$ cat config.mk
export PLATFORM = sky130hd
export DESIGN_NAME = linked_slot_queue_engine
export DESIGN_NICKNAME = d
export VERILOG_FILES = /design/src/hw/rtl/lsq_pkg.sv /design/src/hw/rtl/linked_slot_queue_engine.sv /design/src/hw/rtl/lsq_ram.sv /design/src/hw/rtl/lsq_list_ctrl.sv
export SDC_FILE = /design/constraint.sdc
export NUM_CORES = 1
export LEC_CHECK = 0
export ABC_AREA = 0
export BUFFER_PORTS_ARGS = -buffer_cell sky130_fd_sc_hd__buf_2
export CORE_ASPECT_RATIO = 0.7
export CORE_MARGIN = 2
export CORE_UTILIZATION = 35
export DETAILED_ROUTE_END_ITERATION = 8
export PLACE_DENSITY = 0.49
export SYNTH_ARGS = -nofsm -noshare
export SYNTH_HDL_FRONTEND = slang
export SYNTH_SLANG_ARGS = --single-unit
$ cat constraint.sdc
create_clock -name clk -period 13.61 [get_ports clk]
set_input_delay 1.361 -clock clk [delete_from_list [all_inputs] [get_ports clk]]
set_output_delay 1.361 -clock clk [all_outputs]
set_load 0.01 [all_outputs]
$ cat src/hw/rtl/lsq_pkg.sv
// shared constants, codes and request/result types of the linked slot queue engine
package lsq_pkg;

  // sizes
  localparam int NUM_SLOTS  = 64;
  localparam int NUM_QUEUES = 2;
  localparam int SLOT_W     = $clog2(NUM_SLOTS);
  localparam int LEN_W      = $clog2(NUM_SLOTS + 1);
  localparam int Q_W        = 1;
  localparam int FUNC_W     = 2;

  // request function codes
  typedef enum logic [FUNC_W-1:0] {
    FN_ENQ  = 2'd0,
    FN_DEQ  = 2'd1,
    FN_PULL = 2'd2
  } func_t;

  // result status codes
  typedef enum logic [1:0] {
    ST_OK         = 2'd0,
    ST_EMPTY      = 2'd1,
    ST_QUEUED     = 2'd2,
    ST_NOT_QUEUED = 2'd3
  } status_t;

  // one request as held in the work stage
  typedef struct packed {
    logic [FUNC_W-1:0] func;
    logic [Q_W-1:0]    q;
    logic [SLOT_W-1:0] slot;
    logic              cur;
  } item_t;

  // one result
  typedef struct packed {
    status_t           status;
    logic [SLOT_W-1:0] slot;
    logic [LEN_W-1:0]  len;
    logic              cleared;
  } result_t;

  // one link memory write
  typedef struct packed {
    logic              en;
    logic [SLOT_W-1:0] addr;
    logic [SLOT_W-1:0] data;
  } link_wr_t;

  // membership word of one slot
  typedef struct packed {
    logic           queued;
    logic [Q_W-1:0] owner;
  } member_t;

  // one membership memory write
  typedef struct packed {
    logic              en;
    logic [SLOT_W-1:0] addr;
    member_t           data;
  } member_wr_t;

  // queue heads as one vector
  typedef logic [NUM_QUEUES-1:0][SLOT_W-1:0] head_vec_t;

endpackage

$ cat src/hw/rtl/linked_slot_queue_engine.sv
// top level of the linked slot queue engine: handshakes, link memories and bypass
//
// Keeps two fifo queues of thread slots (0 waiting, 1 ready) as doubly linked
// lists. Each request on the in_ channel enqueues a slot at the tail, dequeues
// the head, or pulls a named slot from anywhere in the selected queue; each
// request gives exactly one result on the out_ channel.
// A request is taken on a rising edge with in_valid high and in_stall low; a
// result is taken with out_valid high and out_stall low. A request accepted into
// the work stage is presented on out_ when it moves on to the output register.
// Throughput: one request per cycle while out_stall is low and no clearing pass
// runs, set by the single read of each memory at acceptance and its write as the
// request completes, with a one entry bypass between back to back requests.
// When the receiver stalls, the waiting result holds in the output register
// and one more request is still accepted into the work stage; further
// requests see in_stall until the result is taken.
// Reset (rst_n low at a clock edge) empties both queues and drops any request
// in flight; a clearing pass then zeroes the slot membership memory
// with in_stall high. Links need no clearing: each is written before it is read.
module linked_slot_queue_engine
  import lsq_pkg::*;
(
  input  logic              clk,
  input  logic              rst_n,
  input  logic              in_valid,
  output logic              in_stall,
  input  logic [FUNC_W-1:0] in_func,
  input  logic [Q_W-1:0]    in_queue_select,
  input  logic [SLOT_W-1:0] in_slot,
  input  logic              in_pulled_is_current,
  output logic              out_valid,
  input  logic              out_stall,
  output logic [1:0]        out_status,
  output logic [SLOT_W-1:0] out_slot,
  output logic [LEN_W-1:0]  out_new_length,
  output logic              out_current_cleared
);

  logic              s1_valid_r, s1_valid_nxt;
  item_t             s1_item_r;
  logic              s1_fire;
  logic              accept;
  logic              out_valid_r;
  result_t           out_res_r;
  result_t           res;
  link_wr_t          wr_head, wr_tail;
  head_vec_t         head_eff;
  logic [SLOT_W-1:0] rd_addr_t;
  logic [SLOT_W-1:0] ram_head_q, ram_tail_q;
  logic              byp_head_hit_r, byp_tail_hit_r;
  logic [SLOT_W-1:0] byp_head_data_r, byp_tail_data_r;
  logic [SLOT_W-1:0] link_head, link_tail;
  logic              clr_busy_r;
  logic [SLOT_W-1:0] clr_addr_r;
  member_wr_t        wr_member;
  logic              mem_wr_en;
  logic [SLOT_W-1:0] mem_wr_addr;
  member_t           mem_wr_data;
  member_t           ram_member_q, member;
  logic              byp_mem_hit_r;
  member_t           byp_mem_data_r;

  // handshake control
  assign s1_fire      = s1_valid_r && (!out_valid_r || !out_stall);
  assign in_stall     = clr_busy_r || (s1_valid_r && !s1_fire);
  assign accept       = in_valid && !in_stall;
  assign s1_valid_nxt = accept ? 1'b1 : (s1_fire ? 1'b0 : s1_valid_r);

  // work stage request register
  always_ff @(posedge clk) begin
    if (!rst_n) begin
      s1_valid_r <= 1'b0;
    end else begin
      s1_valid_r <= s1_valid_nxt;
    end
  end

  always_ff @(posedge clk) begin
    if (accept) begin
      s1_item_r <= '{func: in_func, q: in_queue_select, slot: in_slot,
                     cur: in_pulled_is_current};
    end
  end

  // clearing pass over the membership memory after reset
  always_ff @(posedge clk) begin
    if (!rst_n) begin
      clr_busy_r <= 1'b1;
      clr_addr_r <= '0;
    end else if (clr_busy_r) begin
      clr_addr_r <= clr_addr_r + SLOT_W'(1);
      if (clr_addr_r == SLOT_W'(NUM_SLOTS - 1)) begin
        clr_busy_r <= 1'b0;
      end
    end
  end

  // dequeue reads the link of the head as it stands after the request ahead
  assign rd_addr_t = (in_func == FN_DEQ) ? head_eff[in_queue_select] : in_slot;

  // links toward the head
  lsq_ram #(.WIDTH(SLOT_W), .DEPTH(NUM_SLOTS)) u_link_head (
    .clk     (clk),
    .wr_en   (wr_head.en),
    .wr_addr (wr_head.addr),
    .wr_data (wr_head.data),
    .rd_en   (accept),
    .rd_addr (in_slot),
    .rd_data (ram_head_q)
  );

  // links toward the tail
  lsq_ram #(.WIDTH(SLOT_W), .DEPTH(NUM_SLOTS)) u_link_tail (
    .clk     (clk),
    .wr_en   (wr_tail.en),
    .wr_addr (wr_tail.addr),
    .wr_data (wr_tail.data),
    .rd_en   (accept),
    .rd_addr (rd_addr_t),
    .rd_data (ram_tail_q)
  );

  // membership write: clearing pass first, then list updates
  assign mem_wr_en   = clr_busy_r || wr_member.en;
  assign mem_wr_addr = clr_busy_r ? clr_addr_r : wr_member.addr;
  assign mem_wr_data = clr_busy_r ? member_t'('0) : wr_member.data;

  // queued bit and owner queue per slot
  lsq_ram #(.WIDTH($bits(member_t)), .DEPTH(NUM_SLOTS)) u_member (
    .clk     (clk),
    .wr_en   (mem_wr_en),
    .wr_addr (mem_wr_addr),
    .wr_data (mem_wr_data),
    .rd_en   (accept),
    .rd_addr (in_slot),
    .rd_data (ram_member_q)
  );

  // bypass a word written at the same edge as the read
  always_ff @(posedge clk) begin
    if (!rst_n) begin
      byp_head_hit_r <= 1'b0;
      byp_tail_hit_r <= 1'b0;
      byp_mem_hit_r  <= 1'b0;
    end else if (accept) begin
      byp_head_hit_r <= wr_head.en && (wr_head.addr == in_slot);
      byp_tail_hit_r <= wr_tail.en && (wr_tail.addr == rd_addr_t);
      byp_mem_hit_r  <= wr_member.en && (wr_member.addr == in_slot);
    end
  end

  always_ff @(posedge clk) begin
    if (accept) begin
      byp_head_data_r <= wr_head.data;
      byp_tail_data_r <= wr_tail.data;
      byp_mem_data_r  <= wr_member.data;
    end
  end

  assign link_head = byp_head_hit_r ? byp_head_data_r : ram_head_q;
  assign link_tail = byp_tail_hit_r ? byp_tail_data_r : ram_tail_q;
  assign member    = byp_mem_hit_r ? byp_mem_data_r : ram_member_q;

  // list update
  lsq_list_ctrl u_ctrl (
    .clk       (clk),
    .rst_n     (rst_n),
    .fire      (s1_fire),
    .item      (s1_item_r),
    .link_head (link_head),
    .link_tail (link_tail),
    .member    (member),
    .res       (res),
    .wr_head   (wr_head),
    .wr_tail   (wr_tail),
    .wr_member (wr_member),
    .head_eff  (head_eff)
  );

  // result register
  always_ff @(posedge clk) begin
    if (!rst_n) begin
      out_valid_r <= 1'b0;
    end else if (s1_fire) begin
      out_valid_r <= 1'b1;
    end else if (!out_stall) begin
      out_valid_r <= 1'b0;
    end
  end

  always_ff @(posedge clk) begin
    if (s1_fire) begin
      out_res_r <= res;
    end
  end

  assign out_valid           = out_valid_r;
  assign out_status          = out_res_r.status;
  assign out_slot            = out_res_r.slot;
  assign out_new_length      = out_res_r.len;
  assign out_current_cleared = out_res_r.cleared;

  // a request blocked in the work stage stays there unchanged
  a_s1_hold: assert property (@(posedge clk) disable iff (!rst_n)
    s1_valid_r && !s1_fire |=> s1_valid_r && $stable(s1_item_r))
    else $error("blocked request lost or changed");

  // outside the clearing pass, memories are written only when a request completes
  a_wr_on_fire: assert property (@(posedge clk) disable iff (!rst_n)
    wr_head.en || wr_tail.en || wr_member.en |-> s1_fire)
    else $error("memory write without a completing request");

  // a completing request always leaves a result behind
  a_fire_result: assert property (@(posedge clk) disable iff (!rst_n)
    s1_fire |=> out_valid_r)
    else $error("result missing after completion");

  // no request enters while the membership memory is being cleared
  a_clr_stall: assert property (@(posedge clk) disable iff (!rst_n)
    clr_busy_r |-> in_stall && !s1_valid_r)
    else $error("request taken during clearing pass");

endmodule

$ cat src/hw/rtl/lsq_ram.sv
// generic single write port ram with registered read
module lsq_ram #(
  parameter int WIDTH = 8,
  parameter int DEPTH = 64
) (
  input  logic                     clk,
  input  logic                     wr_en,
  input  logic [$clog2(DEPTH)-1:0] wr_addr,
  input  logic [WIDTH-1:0]         wr_data,
  input  logic                     rd_en,
  input  logic [$clog2(DEPTH)-1:0] rd_addr,
  output logic [WIDTH-1:0]         rd_data
);

  logic [WIDTH-1:0] mem [DEPTH];
  logic [WIDTH-1:0] rd_data_r;

  // write and read; a read at a written address returns the old word
  always_ff @(posedge clk) begin
    if (wr_en) begin
      mem[wr_addr] <= wr_data;
    end
    if (rd_en) begin
      rd_data_r <= mem[rd_addr];
    end
  end

  assign rd_data = rd_data_r;

endmodule

$ cat src/hw/rtl/lsq_list_ctrl.sv
// queue pointers, membership bits and the single pass list update
module lsq_list_ctrl
  import lsq_pkg::*;
(
  input  logic              clk,
  input  logic              rst_n,
  input  logic              fire,
  input  item_t             item,
  input  logic [SLOT_W-1:0] link_head,
  input  logic [SLOT_W-1:0] link_tail,
  input  member_t           member,
  output result_t           res,
  output link_wr_t          wr_head,
  output link_wr_t          wr_tail,
  output member_wr_t        wr_member,
  output head_vec_t         head_eff
);

  head_vec_t                                head_r, head_nxt;
  head_vec_t                                tail_r, tail_nxt;
  logic [NUM_QUEUES-1:0][LEN_W-1:0]         len_r, len_nxt;

  logic [Q_W-1:0]    q;
  logic [SLOT_W-1:0] s, h, t;
  logic [LEN_W-1:0]  l;
  logic              take;
  logic              detach;
  logic [SLOT_W-1:0] detach_slot;
  link_wr_t          wh, wt;
  member_wr_t        mw;

  assign q = item.q;
  assign s = item.slot;
  assign h = head_r[q];
  assign t = tail_r[q];
  assign l = len_r[q];

  // decode the request and build the next state
  always_comb begin
    head_nxt    = head_r;
    tail_nxt    = tail_r;
    len_nxt     = len_r;
    res         = '0;
    res.status  = ST_OK;
    wh          = '0;
    wt          = '0;
    mw          = '0;
    take        = 1'b0;
    detach      = 1'b0;
    detach_slot = s;
    case (item.func)
      FN_ENQ: begin
        if (member.queued) begin
          res.status = ST_QUEUED;
        end else begin
          if (l == '0) begin
            head_nxt[q] = s;
          end else begin
            wt = '{en: 1'b1, addr: t, data: s};
            wh = '{en: 1'b1, addr: s, data: t};
          end
          tail_nxt[q] = s;
          mw          = '{en: 1'b1, addr: s, data: '{queued: 1'b1, owner: q}};
          len_nxt[q]  = l + LEN_W'(1);
        end
      end
      FN_DEQ: begin
        if (l == '0) begin
          res.status = ST_EMPTY;
        end else begin
          res.slot = h;
          take     = 1'b1;
        end
      end
      FN_PULL: begin
        if (item.cur) begin
          res.cleared = 1'b1;
          res.slot    = s;
        end else if (!member.queued || member.owner != q) begin
          res.status = ST_NOT_QUEUED;
        end else begin
          res.slot = s;
          if (s == h) begin
            take = 1'b1;
          end else if (s == t) begin
            // pull at the tail: the neighbor toward the head becomes tail
            tail_nxt[q] = link_head;
            len_nxt[q]  = l - LEN_W'(1);
            detach      = 1'b1;
          end else begin
            // pull from the middle: splice the two neighbors together
            wt = '{en: 1'b1, addr: link_head, data: link_tail};
            wh = '{en: 1'b1, addr: link_tail, data: link_head};
            len_nxt[q] = l - LEN_W'(1);
            detach     = 1'b1;
          end
        end
      end
      default: begin
      end
    endcase

    // remove the head of the selected queue
    if (take) begin
      if (l <= LEN_W'(1)) begin
        head_nxt[q] = '0;
        tail_nxt[q] = '0;
        len_nxt[q]  = '0;
      end else begin
        head_nxt[q] = link_tail;
        len_nxt[q]  = l - LEN_W'(1);
      end
      detach      = 1'b1;
      detach_slot = h;
    end

    // slot leaves its queue
    if (detach) begin
      mw = '{en: 1'b1, addr: detach_slot, data: member_t'('0)};
    end

    res.len = len_nxt[q];
  end

  assign wr_head   = '{en: wh.en & fire, addr: wh.addr, data: wh.data};
  assign wr_tail   = '{en: wt.en & fire, addr: wt.addr, data: wt.data};
  assign wr_member = '{en: mw.en & fire, addr: mw.addr, data: mw.data};
  assign head_eff  = fire ? head_nxt : head_r;

  // queue state registers
  always_ff @(posedge clk) begin
    if (!rst_n) begin
      head_r <= '0;
      tail_r <= '0;
      len_r  <= '0;
    end else if (fire) begin
      head_r <= head_nxt;
      tail_r <= tail_nxt;
      len_r  <= len_nxt;
    end
  end

  // total of queue lengths
  function automatic logic [LEN_W+3:0] len_sum(logic [NUM_QUEUES-1:0][LEN_W-1:0] v);
    logic [LEN_W+3:0] acc;
    acc = '0;
    for (int i = 0; i < NUM_QUEUES; i++) begin
      acc = acc + (LEN_W+4)'(v[i]);
    end
    return acc;
  endfunction

  // queues together never hold more than every slot
  a_len_bound: assert property (@(posedge clk) disable iff (!rst_n)
    len_sum(len_r) <= (LEN_W+4)'(NUM_SLOTS))
    else $error("queue lengths exceed the slot count");

  // an accepted enqueue marks the slot queued
  a_enq_sets: assert property (@(posedge clk) disable iff (!rst_n)
    fire && item.func == FN_ENQ && res.status == ST_OK
      |-> wr_member.en && wr_member.data.queued)
    else $error("enqueued slot not marked queued");

  // an empty queue keeps both ends at zero
  for (genvar gi = 0; gi < NUM_QUEUES; gi++) begin : g_chk
    a_empty_ends: assert property (@(posedge clk) disable iff (!rst_n)
      len_r[gi] == '0 |-> head_r[gi] == '0 && tail_r[gi] == '0)
      else $error("empty queue with nonzero ends");
  end

endmodule

==> flow_summary.ini, run 1 <==
[sta]
rsz0062_at_grt = false
final_max_slew_viol_count = 0
max_freq_mhz = 153
hold_violations = 0
fin_setup_tns_ns = 0
relSlewSlack_pct = 11.5
setup_violations = 0
period_needed_ns = 6.55
worstMarginPinSlew_ns = 1.32
finalCritPeriodShare_pct = 48.2
skew_ns = 0.0198

[logic_synthesis]
syn_area_mm2 = 0.0428
synthAdderAreaFrac_pct = 0.234
synth_cells = 2786
dominantRegCellSynth = edfxtp_1
ys_seq_area_share_pct = 69.1
synth_top_family_by_area = multiplexers
synth-simple-area-share_pct = 8.67
synth_fp_nets = 2808
yosysUniqueCellTypes = 79
synth_mux_area_share_pct = 13.2
synth-async-reset-ratio_pct = 0
synth-xor-area-share_pct = 0.942
synth.yosys.warnings = 0
synth_area_leaders = edfxtp_1, mux4_2, mux2i_1, nor2_1, nand2_1
synth-compound-area-share_pct = 5.96
ys_ff_latch = 1000
avgSynthCellArea_um2 = 15.3
synth.top_cell.area_share_pct = 66.7
synth_largest_area_cell = edfxtp_1
synth_edf_count = 950

[clock_network]
insertion_delay_ns = 0.68
hold_buffers = 0
numCtsBuffers = 104
cts_tree = yes
cts_root_buf = clkbuf_16
post_cts_resized = 0
post-cts-setup-buffers = 0
clk_pin_slew_ns = 0.06
clk_path_buf_depth = 3
cts_sinks = 1000
cts.htree.levels = 3

[detailed_routing]
drc_errors = 0
vias = 25068
wirelength_um = 115000
viasPerCell = 5.54
dr_wl_met2_um = 49400
highest_layer = met4
wl_met1_um = 55500
dr.pass1.iters = 6
wire_per_inst_um = 25.5
wl_met3_um = 8080
ant_nets = 0
drtIter0Drc = 2863

[critical_path]
worstPathCellList = buf_4 > mux2i_1 > ha_1 > nor4b_1 > nand4_1 > nand3_1 > o2111ai_1 > a211o_1 > o211ai_1 > buf_12 > mux2i_1 > o211ai_1 > a22o_1 > nor4_1 > nor4b_2
max_stage_delay_ns = 0.76
critical_path_required_ns = 14.02
end_kind = flip-flop
crit_type = flip-flop to flip-flop
cp.arrival_ns = 6.96
crit_fanout = 172
startpoint_type = flip-flop
cp_slowest_cell = nor4_1

[placed_design]
gp_congestion = 0.878
portBuffers = 31
dpl.hpwl_um = 72100

[run_status]
outcome = finished clean

[global_route]
antenna_found_initial = 3
grt_overflow = 0
grt_max_degree = 173
grt_pass1_vias = 24768
grt_pass1_wl_um = 170000
grt_usage_pct = 18.2

[flow_run]
max_cap_violations = 0

[power_and_ir_drop]
p_seq_share_pct = 51.5
clkPwrFrac_pct = 43.6
p_sw_uw = 1390
share_comb_of_total_power_pct = 4.9
finalPower_uw = 6460
leakage_uw = 0.0157
p_sw_share_pct = 21.5
p_int_uw = 5070
powerDensity_mw_per_mm2 = 134
peakVddDrop_v = 0.0000877

[cells_and_area]
fin_nets = 2828
drive_gt1_share_pct = 16.7
area_growth_pct = 12.4
n_antenna_cell = 0

[die]
io_pins = 32
die-area_mm2 = 0.125
initial_core_util_pct = 35.2
die_w_um = 422
rows = 107
coreArea_mm2 = 0.121
die_h_um = 296

[min_path]
hold_class = flip-flop to flip-flop
==> stage by stage <==
step	instance area [um^2]	instances	hold WS [ns]	setup slack (ns)	utilization [%]
2_1_floorplan	42800	2786	0.449	7.52	-
3_3_place_gp	44700	4335	0.467	7.28	36.8
3_5_place_dp	44700	4335	0.477	7.17	36.8
4_1_cts	48000	4526	0.491	7.14	39.6
5_1_grt	48100	4526	0.524	6.53	39.6
6_report	48100	4526	0.499	7.06	39.6
==> cells in the final DEF, fill, tap and decap left out, types with 13 or more instances in the layout <==
cell type  Yosys  routed
a22oi_1       22      22
nand2b_1      13      13
buf_2         29      29
clkbuf_16      0     109
clkinv_2       0      16
a21oi_1       76      75
buf_4         10      46
nor3_1        46      41
dfxtp_1       50      50
xnor2_1       35      35
o21ai_0       47      47
mux4_2       168     168
nand2_1      273     273
a211oi_1      31      31
mux2_2        47      47
nand3_1       76      76
and2_1        14      14
a221oi_1      16      16
inv_1         25      18
o2111ai_1     20      20
nor2_1       305     305
clkinv_1       3      23
and3_1        36      36
clkbuf_1      99      22
edfxtp_1     950     950
a31oi_1       18      18
mux2i_1      133     133
==> routing by layer <==
layer	vias to the layer above	GRT usage, %
met3	158	3.47
met2	939	26.7
met4	0	3.95
li1	10951	-
met5	-	0
met1	13020	28.0
==> final timing paths <==
kind	from	to	slack, ns	depth (start not counted)
max	s1_item_r[7]$_DFFE_PP_	u_link_tail.rd_data[4]$_DFFE_PP_	7.06	15
min	u_ctrl.tail_r[0]$_SDFFE_PN0P_	u_ctrl.tail_r[0]$_SDFFE_PN0P_	0.50	2
max reg2reg	s1_item_r[7]$_DFFE_PP_	u_link_tail.rd_data[4]$_DFFE_PP_	7.06	15
min reg2reg	u_ctrl.tail_r[0]$_SDFFE_PN0P_	u_ctrl.tail_r[0]$_SDFFE_PN0P_	0.50	2
==> power by group through the flow <==
stage / clock [uW] / combinational (uW) / sequential, uW
floorplan: 0 / 218 / 3390
global placement: 0 / 313 / 3390
detailed placement: 0 / 315 / 3390
CTS: 2880 / 316 / 3320
global route: 2990 / 335 / 3320
finish: 2820 / 315 / 3320
==> state kept, by name, indices dropped and copies added (netlist names), 6 cells and up <==
register and count:
out_new_length 7, u_ctrl.head_r 12, byp_tail_data_r 6, s1_item_r 10
u_ctrl.len_r 14, u_link_head.mem 384, u_link_tail.mem 384, u_member.mem 128
out_slot 6, u_ctrl.tail_r 12, byp_head_data_r 6, clr_addr_r 6
u_link_head.rd_data 6, u_link_tail.rd_data 6
==> final cells by class <==
cell class	instances	area, um^2
fillers	11060	73400
inverters	28	105
repair buffers	78	536
clock buffers	131	2810
clock inverters	60	539
flip-flops and latches	1000	29500
multi-input cells	1594	12500
well taps	1635	2050
==> synth_stat cells (5+ instances only) <==
library cell,number
clkbuf_1,99
mux2_2,47
buf_2,29
o21a_1,6
nand4_1,10
a31oi_1,18
dfxtp_1,50
a32o_1,7
nor3_1,46
buf_6,5
ha_1,8
o21ai_0,47
nor4_1,12
buf_4,10
a211oi_1,31
nand3_1,76
a21o_1,5
o21ai_1,9
or3_1,9
nand2_1,273
a221oi_1,16
buf_1,21
o2111ai_1,20
o2bb2ai_1,6
xor2_1,11
o211ai_1,9
o31ai_1,8
and3_1,36
nor2_1,305
a222oi_1,12
mux4_2,168
xnor2_1,35
edfxtp_1,950
a211o_1,6
a32oi_1,10
nand2b_1,13
a22oi_1,22
inv_1,25
and2_1,14
a21oi_1,76
mux2i_1,133
nor2b_1,12
o22ai_1,6
==> cells by family after synthesis <==
kind of cell | after synthesis
flip-flops | 1000
buffers and inverters | 192
AND/OR/NAND/NOR | 832
adder cells (fa/ha/maj) | 8
XOR/XNOR | 46
AO/OA/AOI/OAI | 360
multiplexers | 348
==> critical path, delay by kind of cell (launching register included) <==
kind                     cells  cell delay [ns]
AO/OA/AOI/OAI                5             1.00
adder cells (fa/ha/maj)      1             0.33
flip-flops                   1             0.66
buffers and inverters        2             1.28
AND/OR/NAND/NOR              5             2.21
multiplexers                 2             0.70
No activity file was read; power rests on OpenSTA's default activity.
==> run 2: changes to the inputs <==
==> constraint.sdc (replaced) <==
create_clock -name clk -period 6.27 [get_ports clk]
set_input_delay 0.627 -clock clk [delete_from_list [all_inputs] [get_ports clk]]
set_output_delay 0.627 -clock clk [all_outputs]
set_load 0.01 [all_outputs]
==> run 2 against run 1 <==
Global-route usage increased by 0.088 points. Clock skew increased by 0.016 ns. Critical path type unchanged. Combinational power up 120%. Die area did not move. Sequential cell count did not move. Fmax increased by 11%. Critical endpoint unchanged. Power rose by 120%. Worst setup slack worse by 6.7 ns. Highest routed layer unchanged. Non-clock buffer count rose by 22.
==> flow_summary.ini, run 2 (synthesis gave the netlist of run 1 again) <==
[sta]
rsz0062_at_grt = false
relSlewSlack_pct = 13.8
finalCritPeriodShare_pct = 93.8
final_max_slew_viol_count = 0
setup_violations = 0
fin_setup_tns_ns = 0
period_needed_ns = 5.88
skew_ns = 0.0360
worstMarginPinSlew_ns = 1.28
hold_violations = 0
max_freq_mhz = 170

[clock_network]
cts_sinks = 1000
insertion_delay_ns = 0.71
clk_pin_slew_ns = 0.06
cts.htree.levels = 3
hold_buffers = 0
post-cts-setup-buffers = 0
post_cts_resized = 0
numCtsBuffers = 102
clk_path_buf_depth = 3
cts_root_buf = clkbuf_16
cts_tree = yes

[critical_path]
cp.arrival_ns = 6.40
startpoint_type = flip-flop
end_kind = flip-flop
crit_type = flip-flop to flip-flop
critical_path_required_ns = 6.79
ff2ff_path_depth = 15
crit_fanout = 92

[detailed_routing]
wire_per_inst_um = 25.5
drc_errors = 0
viasPerCell = 5.55
vias = 25221
wirelength_um = 116000
drtIter0Drc = 2854
ant_nets = 0
dr.pass1.iters = 6

[global_route]
grt_overflow = 0
grt_pass1_wl_um = 170000
grt_pass1_vias = 24821
grt_usage_pct = 18.3
antenna_found_initial = 4
grt_max_degree = 93

[cells_and_area]
fin_nets = 2848
stdcell_area_mm2 = 0.0482
most-common-layout-cells = edfxtp_1, nor2_1, nand2_1, mux4_2, mux2i_1
reg_top3 = u_link_head.mem x384, u_link_tail.mem x384, u_member.mem x128
area_growth_pct = 12.8
final_common_cell = edfxtp_1
drive_gt1_share_pct = 17.1

[power_and_ir_drop]
share_comb_of_total_power_pct = 5.0
p_seq_share_pct = 51.7
p_int_uw = 10900
powerDensity_mw_per_mm2 = 289
peakVddDrop_v = 0.000203
clkPwrFrac_pct = 43.3
p_sw_share_pct = 21.6
leakage_uw = 0.0158
p_sw_uw = 3010

[run_status]
outcome = finished clean

[die]
rows = 107
io_pins = 32
initial_core_util_pct = 35.2
coreArea_mm2 = 0.121
die_w_um = 422
die-area_mm2 = 0.125
die_h_um = 296

[min_path]
holdPathStages = 1
hold_class = primary input to flip-flop

[placed_design]
dpl.hpwl_um = 74000
portBuffers = 31
gp_congestion = 0.869
dpl_cell_area_mm2 = 0.0449

[flow_run]
max_cap_violations = 0
-- run 2: power by group through the flow --
stage | logic (uW) | registers [uW] | clock network [uW]
after floorplan | 472 | 7350 | 0
after global placement | 696 | 7360 | 0
after detailed placement | 700 | 7360 | 0
after CTS | 703 | 7210 | 6170
after global routing | 746 | 7210 | 6420
final | 701 | 7220 | 6040
-- run 2: final timing paths --
check	end	slack (ns)	start
setup reg to reg	u_link_tail.rd_data[4]$_DFFE_PP_	0.39	s1_item_r[7]$_DFFE_PP_
hold / removal	s1_item_r[0]$_DFFE_PP_	0.14	in_pulled_is_current
setup / recovery	u_link_tail.rd_data[4]$_DFFE_PP_	0.39	s1_item_r[7]$_DFFE_PP_
hold reg to reg	u_ctrl.tail_r[7]$_SDFFE_PN0P_	0.50	u_ctrl.tail_r[7]$_SDFFE_PN0P_
-- run 2: cell type report --
class	count	area [um^2]
clock inverter	63	579
tap	1635	2050
inverter	28	105
timing repair buffer	100	788
multi-input combinational	1594	12500
fill	11087	73200
antenna	1	2.50
sequential	1000	29500
clock buffer	125	2700
-- run 2: critical path, cell delays in order (launching register included) --
cell	delay, ns
edfxtp_1	0.35
buf_4	0.40
mux2i_1	0.40
ha_1	0.32
nor4b_1	0.40
nand4_1	0.65
nand3_1	0.34
o2111ai_1	0.14
a211o_1	0.34
o211ai_1	0.44
buf_12	0.42
nand2_1	0.12
a32oi_1	0.42
o221ai_1	0.22
o311ai_0	0.23
nor4b_2	0.34
-- run 2: metrics by stage --
step	setup slack [ns]	std cells	hold WS, ns	util, %	power, uW
2_1_floorplan	0.178	2786	0.449	-	7830
3_3_place_gp	0.742	4357	0.469	37.0	8050
3_5_place_dp	0.641	4357	0.491	37.0	8060
4_1_cts	0.555	4545	0.0818	39.7	14100
5_1_grt	0.108	4546	0.0924	39.7	14400
6_report	0.390	4546	0.140	39.7	14000
-- run 2: routing by layer --
layer,global-route usage (%),share of wire [%],up-vias
met1,28.1,47,13062
met3,3.23,7.2,185
met5,0,0,-
met2,26.7,43,973
met4,4.62,2.2,0
li1,-,-,11001
